$ cat src/design/gbr_pkg.sv
`default_nettype none
// ----------------------------------------------------------------------------
// gbr_pkg: shared types and constants for the glyph row renderer
// Font store geometry, code ranges and the controller/datapath interface.
// ----------------------------------------------------------------------------
package gbr_pkg;

  // Font store size in bytes and its split into two byte banks.
  localparam int FONT_BYTES = 282752;
  localparam int FONT_WORDS = (FONT_BYTES + 1) / 2;
  localparam int WORD_AW    = $clog2(FONT_WORDS);

  // GB2312 code range and glyph layout.
  localparam logic [7:0] CODE_MIN   = 8'hA1;
  localparam logic [7:0] CODE_MAX   = 8'hFE;
  localparam int         ROW_CELLS  = 94;
  localparam int         GLYPH_ROWS = 16;
  localparam int         ROW_W      = $clog2(GLYPH_ROWS);
  localparam int         GLYPH_W    = 14;
  localparam logic [ROW_W-1:0] LAST_ROW = ROW_W'(GLYPH_ROWS - 1);

  // Controller states.
  typedef enum logic [1:0] {
    ST_IDLE = 2'b01,
    ST_READ = 2'b10
  } state_t;

  // Commands from the controller to the datapath.
  typedef struct packed {
    logic             write_en;
    logic             capture;
    logic             read_en;
    logic [ROW_W-1:0] row;
  } ctrl_cmd_t;

  // Status from the datapath to the controller.
  typedef struct packed {
    logic code_ok;
    logic addr_ok;
  } dp_status_t;

endpackage
`default_nettype wire

$ cat src/design/gbr_ctrl.sv
`default_nettype none
// ----------------------------------------------------------------------------
// gbr_ctrl: transaction controller for the glyph row renderer
// Accepts load and render transactions and sequences the sixteen row reads.
// ----------------------------------------------------------------------------
module gbr_ctrl (
  input  wire logic                 clk,
  input  wire logic                 rst,
  input  wire logic                 start,
  input  wire logic                 mode,
  input  wire gbr_pkg::dp_status_t  status,
  output gbr_pkg::ctrl_cmd_t        cmd,
  output logic                      busy
);
  import gbr_pkg::*;

  state_t           state;
  state_t           state_next;
  logic [ROW_W-1:0] row;
  logic [ROW_W-1:0] row_next;
  logic             accept;
  logic             render_go;

  assign busy      = (state == ST_READ);
  assign accept    = start && !busy;
  assign render_go = accept && mode && status.code_ok;

  // Commands to the datapath.
  always_comb begin
    cmd.write_en = accept && !mode && status.addr_ok;
    cmd.capture  = render_go;
    cmd.read_en  = (state == ST_READ);
    cmd.row      = row;
  end

  // Next state and row counter.
  always_comb begin
    state_next = state;
    row_next   = row;
    case (state)
      ST_IDLE: begin
        row_next = '0;
        if (render_go) begin
          state_next = ST_READ;
        end
      end
      ST_READ: begin
        row_next = row + 1'b1;
        if (row == LAST_ROW) begin
          state_next = ST_IDLE;
          row_next   = '0;
        end
      end
      default: begin
        state_next = ST_IDLE;
        row_next   = '0;
      end
    endcase
  end

  always_ff @(posedge clk) begin
    if (rst) begin
      state <= ST_IDLE;
      row   <= '0;
    end else begin
      state <= state_next;
      row   <= row_next;
    end
  end

`ifndef NO_ASSERTIONS
  // A valid render starts the read sequence at the first row.
  a_render_starts: assert property (@(posedge clk) disable iff (rst)
    render_go |=> (busy && row == '0))
    else $error("render did not start the row sequence");

  // The sequence ends after the last row.
  a_render_ends: assert property (@(posedge clk) disable iff (rst)
    (busy && row == LAST_ROW) |=> !busy)
    else $error("controller stayed busy after the last row");

  // While idle the row counter rests at zero.
  a_idle_row: assert property (@(posedge clk) disable iff (rst)
    !busy |-> (row == '0))
    else $error("row counter not cleared while idle");

  // No store write while rows are being read.
  a_no_write_busy: assert property (@(posedge clk) disable iff (rst)
    busy |-> !cmd.write_en)
    else $error("store write during a render");
`endif

endmodule
`default_nettype wire

$ cat config.mk
export PLATFORM = sky130hd
export DESIGN_NAME = gbr_ctrl
export DESIGN_NICKNAME = d
export VERILOG_FILES = /design/src/design/gbr_pkg.sv /design/src/design/gbr_ctrl.sv
export SDC_FILE = /design/constraint.sdc
export NUM_CORES = 1
export LEC_CHECK = 0
export ABC_AREA = 1
export BUFFER_PORTS_ARGS = -buffer_cell sky130_fd_sc_hd__buf_2
export CAP_MARGIN = 25
export CORE_AREA = 8 8 45 47
export CTS_CLUSTER_SIZE = 16
export DETAILED_ROUTE_END_ITERATION = 7
export DIE_AREA = 0 0 53 55
export PLACE_DENSITY_LB_ADDON = 0.2
export SLEW_MARGIN = 20
export SYNTH_ARGS = -nofsm -noshare
export SYNTH_HDL_FRONTEND = slang
export SYNTH_SLANG_ARGS = --single-unit
$ cat constraint.sdc
create_clock -name clk -period 1.45 [get_ports clk]
set_clock_uncertainty 0.2 [all_clocks]
set_input_delay 0.0725 -clock clk [delete_from_list [all_inputs] [get_ports clk]]
set_output_delay 0.0725 -clock clk [all_outputs]
set_load 0.05 [all_outputs]
==> summary.md, run 1 <==
| Metric | Value |
|---|---|
| Status | finished clean |
| Relative slew slack | 83.4% |
| Area post-placement | 385 um^2 |
| Vias | 301 |
| Crit path max-delay family | buffers and inverters |
| I/O pin count | 14 |
| Post-Syn Area | 310 um^2 |
| DR vias/cell | 4.24 |
| ANT nets after route | 0 |
| Max Cap Viol | 0 |
| Die extent in x | ~53 um |
| Clock root buffer | clkbuf_4 |
| Fraction of layout cells with a size suffix above 1 | 54.5% |
| Setup TNS | 0 ns |
| Post-Syn Instances | 37 |
| Maximum achievable frequency | 722 MHz |
| Final Util | 33.6% |
| Cell area after layout | 465 um^2 |
| Initial Utilization | 22.4% |
| Die area | 2920 um^2 |
| Clock transition at path regs | 0.04 ns |
| Fill count | 154 |
| Area grow syn2layout | 50.0% |
| Largest net degree at the start of global routing | 7 |
| DRC violations left | 0 |
| Leak | 0.224 nW |
| Crit end category | output port |
| Yosys warns | 0 |
| WP buf/inv | 5 |
| RSZ-0062 raised after global routing | yes |
| Net count, final | 64 |
| Minimum clock period | 1.39 ns |
| R2r startpoint | row[0]$_SDFF_PP0_ |
| Worst Hold Class | flop to flop |
| Later-pin clock latency in the skew report | 0.24 ns |
| Port Buffers | 13 |
| Initial DRC count | 2 |
| Yosys cell types | 16 |
| Final Hold Vio Count | 0 |
| Drt first pass iters | 2 |
| Final count of negative-setup-slack endpoints | 0 |
| Diodes inserted | 0 |
| CP Class | input port to output port |
| Worst-path cell chain | dlygate4sd3_1 > buf_2 > nand2_1 > inv_1 > nand3_2 > inv_2 > buf_8 |
| Synth Register Bits | 6 |
| GPL Wtd Cong | 0.686 |
| Hold wc startpoint | row[0]$_SDFF_PP0_ |
| Vias in the first global route | between 300 and 400 |
| CP required | ~1.2 ns |
| Crit-path slowest cell | dlygate4sd3_1 |
| Power density over the cells | 784 nW/um^2 |
| Bufs on Longest Clock Path | 2 |
| Total grt overflow | 0 |
| TritonCTS clock tree | built |
| Max-slew violation count | 0 |
| Hold path depth | 1 |
| First-pass GRT wire length | about 1200 um |
| Clock sinks | 6 |
| CP arrival | between 1 and 1.5 ns |
| CTS H-tree lvls | 1 |
| Critical Path Source Type | input port |
| Clock buffer count from CTS | 3 |
| Post-Route WL | 681 um |
| R2R Setup Slk | 0.29 ns |
| Core footprint | 1380 um^2 |
| Worst r2r path cells | 5 |
| Initial antenna violation count | 0 |
| Hold endpoint | row[0]$_SDFF_PP0_ |
| Worst path max stage delay | between 0.5 and 0.6 ns |
| Syn Nets | 44 |
| Die H | around 55 um |
| All-Layer GR Usage | between 5 and 6% |
| CP Max Fanout | 3 |
| Worst-Margin Slew | 0.251 ns |
| FF-to-FF End | state[0]$_SDFFE_PP1P_ |
| # Post-CTS Setup Buffers | 0 |
| Row count | 14 |
| Worst VDD drop | between 0.3 and 0.4 mV |
| Final period utilization | 95.5% |
| Syn Area/Cell | between 8 and 9 um^2 |
| Wirelength per Cell | 9.59 um |
| Sequential fraction of the synthesis area | between 30% and 40% |
[synthesized netlist by cell type]
library cell | instances | area [um^2]
nand4_1 | 1 | 6.26
buf_4 | 2 | 15.0
nand3_1 | 3 | 15.0
nand2_2 | 1 | 6.26
nand3_2 | 2 | 20.0
ha_1 | 1 | 12.5
dfxtp_1 | 6 | 120
nand3_4 | 1 | 17.5
nor2_1 | 6 | 22.5
nand2_1 | 2 | 7.51
o21ai_2 | 1 | 8.76
a21oi_2 | 1 | 8.76
inv_2 | 2 | 7.51
nor2_4 | 1 | 11.3
inv_1 | 6 | 22.5
xnor2_1 | 1 | 8.76
[power by group]
group,switching (W),internal (W)
Combinational,0.0000223,0.0000210
Clock,0.0000590,0.0000936
Sequential,0.00000175,0.000167
[metal layers]
metal | vias up | GRT usage [%] | wire length (um)
met5 | - | 0 | 0
met4 | 0 | 2.59 | 0
met3 | 0 | 4.81 | 105
met2 | 18 | 8.40 | 268
met1 | 129 | 5.19 | 308
li1 | 154 | - | -
[per-stage QoR]
stage / std cells / setup WS [ns] / total power, W / hold slack (ns)
after floorplan: 37 / 0.102 / 0.000193 / 0.0378
after global routing: 71 / -0.00616 / 0.000387 / 0.262
after global placement: 64 / 0.244 / 0.000203 / 0.179
final: 71 / 0.0646 / 0.000365 / 0.242
after CTS: 71 / 0.0301 / 0.000372 / 0.248
after detailed placement: 64 / 0.248 / 0.000203 / 0.179
[how the worst max path moves through the flow]
stage | slack, ns | from | cells past startpoint | endpoint
2_1_floorplan | 0.10 | row[2]$_SDFF_PP0_ | 3 | row[0]$_SDFF_PP0_
3_3_place_gp | 0.24 | state[0]$_SDFFE_PP1P_ | 5 | cmd[6]
3_5_place_dp | 0.25 | state[0]$_SDFFE_PP1P_ | 5 | cmd[6]
4_1_cts | 0.03 | mode | 7 | cmd[5]
5_1_grt | -0.006 | mode | 7 | cmd[5]
6_report | 0.06 | mode | 7 | cmd[5]
[registers in the layout, indices dropped and copies added, names as in the netlist]
| signal | cells |
|---|---|
| row | 4 |
| state | 2 |
[logic make-up after synthesis]
| kind of cell | synth area share [%] |
|---|---|
| fa+ha+maj | 4.03 |
| simple gates | 34.3 |
| flops | 38.7 |
| compound gates | 5.65 |
| buf+inv | 14.5 |
| xor+xnor | 2.82 |
[cell type report]
class	count	area, um^2	share of cell area [%]
multi-input cells	21	148	31.7
flip-flops and latches	6	124	26.6
repair buffers	17	121	26.1
inverters	8	30.0	6.45
clock buffers	3	22.5	4.84
well taps	16	20.0	4.30
[what timing repair did]
item / 4_1_cts / 5_1_grt
hold buffers: 4 / 0
setup endpoints to repair: 2 / 2
resized for setup: 2 / 5
pin swaps: 0 / 0
endpoints found under the hold margin: 6 / 0
[layout by cell type, fill, tap and decap left out]
cell type and instances:
dfxtp_1 3, buf_8 1, buf_6 1, nor2_4 1
inv_2 3, ha_1 1, buf_2 11, inv_1 5
dlygate4sd3_1 4, nand3_1 3, nand2_2 1, nand4_1 1
nand3_2 2, xnor2_1 1, nand3_4 1, clkbuf_4 3
nand2_1 2, dfxtp_2 3, nor2_2 1, nor2_1 5
a21oi_2 1, o21ai_2 1
Note: power is estimated with default switching activity, not from simulation.
==> run 2: changes to the inputs <==
RECOVER_POWER = 50   (was unset)
==> run 2 against run 1 <==
Net effect: clock-buffer cell count is the same; maximum frequency about the same; register-to-register slack worse by 0.15 ns; combinational power is 2% lower; wire length rose by 0.73%; sequential cell count stayed put; global-route usage stayed put; via count grew 0.33%; total power is 0.22% lower.
==> summary.md, run 2 (same netlist as run 1, synthesis figures left out) <==
| Metric | Value |
|---|---|
| CP Class | input port to output port |
| Final Util | between 30% and 40% |
| Crit end category | output port |
| Max Cap Viol | 0 |
| Power density over the cells | 804 nW/um^2 |
| Crit path max-delay family | buffers and inverters |
| Core footprint | roughly 1400 um^2 |
| Minimum clock period | 1.39 ns |
| CTS H-tree lvls | 1 |
| Initial Utilization | approximately 22% |
| Area post-placement | 385 um^2 |
| First-pass GRT wire length | approximately 1200 um |
| DRC violations left | 0 |
| Largest register FFs | 4 |
| CP Depth | 7 |
| Die area | 2920 um^2 |
| GPL Wtd Cong | 0.686 |
| Worst-path cell chain | dlygate4sd3_1 > buf_2 > nand2_1 > inv_1 > nand3_2 > inv_2 > buf_8 |
| RSZ-0062 raised after global routing | yes |
| TritonCTS clock tree | built |
| Row count | 14 |
| Largest net degree at the start of global routing | 7 |
| CP arrival | 1.11 ns |
| Drt first pass iters | 2 |
| All-Layer GR Usage | 5.53% |
| Vias | 302 |
| Max-slew violation count | 0 |
| # Post-CTS Setup Buffers | 0 |
| CP Max Fanout | 3 |
| Final count of negative-setup-slack endpoints | 0 |
| I/O pin count | 14 |
| Clock buffer count from CTS | 3 |
| Area grow syn2layout | 46.0% |
| Critical Path Source Type | input port |
| Die extent in x | about 53 um |
| Worst r2r path cells | 5 |
| Port Buffers | 13 |
| Hold path depth | 1 |
| Cell area after layout | 453 um^2 |
| Register area | 124 um^2 |
| Bufs on Longest Clock Path | 2 |
| Worst path max stage delay | 0.52 ns |
| Final period utilization | 95.5% |
| Die H | about 55 um |
| R2R Setup Slk | 0.14 ns |
| Fraction of layout cells with a size suffix above 1 | 52.7% |
| Wirelength per Cell | 9.66 um |
| Worst-Margin Slew | approximately 0.32 ns |
| WP buf/inv | 5 |
| Commonest non-fill, non-tap cell in the layout | buf_2 |
| Area occupied by multi-input gates | roughly 140 um^2 |
| Initial antenna violation count | 0 |
| Net count, final | 64 |
| Final Hold Vio Count | 0 |
| Initial DRC count | 2 |
| ANT nets after route | 0 |
| Worst VDD drop | 0.336 mV |
| Most frequent cells in the layout | buf_2 (9), inv_1 (5), nor2_1 (5), nand3_1 (4), dlygate4sd3_1 (4) |
| Worst Hold Class | flop to flop |
| Relative slew slack | 78.9% |
| Status | finished clean |
| Diodes inserted | 0 |
| Total grt overflow | 0 |
| DR vias/cell | 4.25 |
| Reg with most FFs | row |
| Clock root buffer | clkbuf_4 |
| Clock sinks | 6 |
| Clock transition at path regs | 0.04 ns |
| Top flop regs | row: 4 flops, state: 2 flops |
| CP required | 1.18 ns |
| Leak | between 0.2 and 0.25 nW |
| Fill count | 156 |
| Crit-path slowest cell | dlygate4sd3_1 |
| Vias in the first global route | around 320 |
| Maximum achievable frequency | 722 MHz |
| Post-Route WL | 686 um |
| Later-pin clock latency in the skew report | 0.24 ns |
[run 2: area by class of cell]
type	instances	area share (%)
Clock buffer	3	4.97
Timing Repair Buffer	17	26.8
Tap cell	16	4.42
Inverter	8	6.63
Multi-Input combinational cell	21	29.8
Sequential cell	6	27.3
[run 2: power by group]
group          internal [W]  switching (W)   total, W
Clock             0.0000936      0.0000590   0.000153
Sequential         0.000167     0.00000176   0.000169
Combinational     0.0000209      0.0000215  0.0000424
[run 2: metal layers]
metal | global-route usage [%] | vias up | wire length, um
met4 | 2.59 | 0 | 0
met2 | 8.40 | 18 | 270
met5 | 0 | - | 0
li1 | - | 153 | -
met3 | 4.81 | 0 | 100
met1 | 5.19 | 131 | 315
[run 2: worst paths after layout]
path / startpoint / endpoint
max: mode / cmd[5]
max reg2reg: row[0]$_SDFF_PP0_ / state[0]$_SDFFE_PP1P_
min reg2reg: row[0]$_SDFF_PP0_ / row[0]$_SDFF_PP0_
min: row[0]$_SDFF_PP0_ / row[0]$_SDFF_PP0_
[run 2: what timing repair did]
item,4_1_cts,5_1_grt
gates resized for setup,2,5
hold buffers,4,0
endpoints found under the hold margin,6,0
endpoints found under the setup margin,2,2
[run 2: per-stage QoR]
stage / power (W) / setup TNS [ns] / setup slack, ns / hold slack, ns / std cells
CTS: 0.000372 / 0 / 0.0301 / 0.248 / 71
floorplan: 0.000193 / 0 / 0.102 / 0.0378 / 37
global route: 0.000387 / -0.00616 / -0.00616 / 0.265 / 71
global placement: 0.000203 / 0 / 0.244 / 0.179 / 64
detailed placement: 0.000203 / 0 / 0.248 / 0.179 / 64
finish: 0.000364 / 0 / 0.0646 / 0.245 / 71
[run 2: worst reg2reg max path, cell delays in order (launching register included)]
cell,delay [ns]
dfxtp_2,0.33
ha_1,0.23
nand3_2,0.06
nand3_1,0.23
inv_2,0.10
nor2_1,0.04
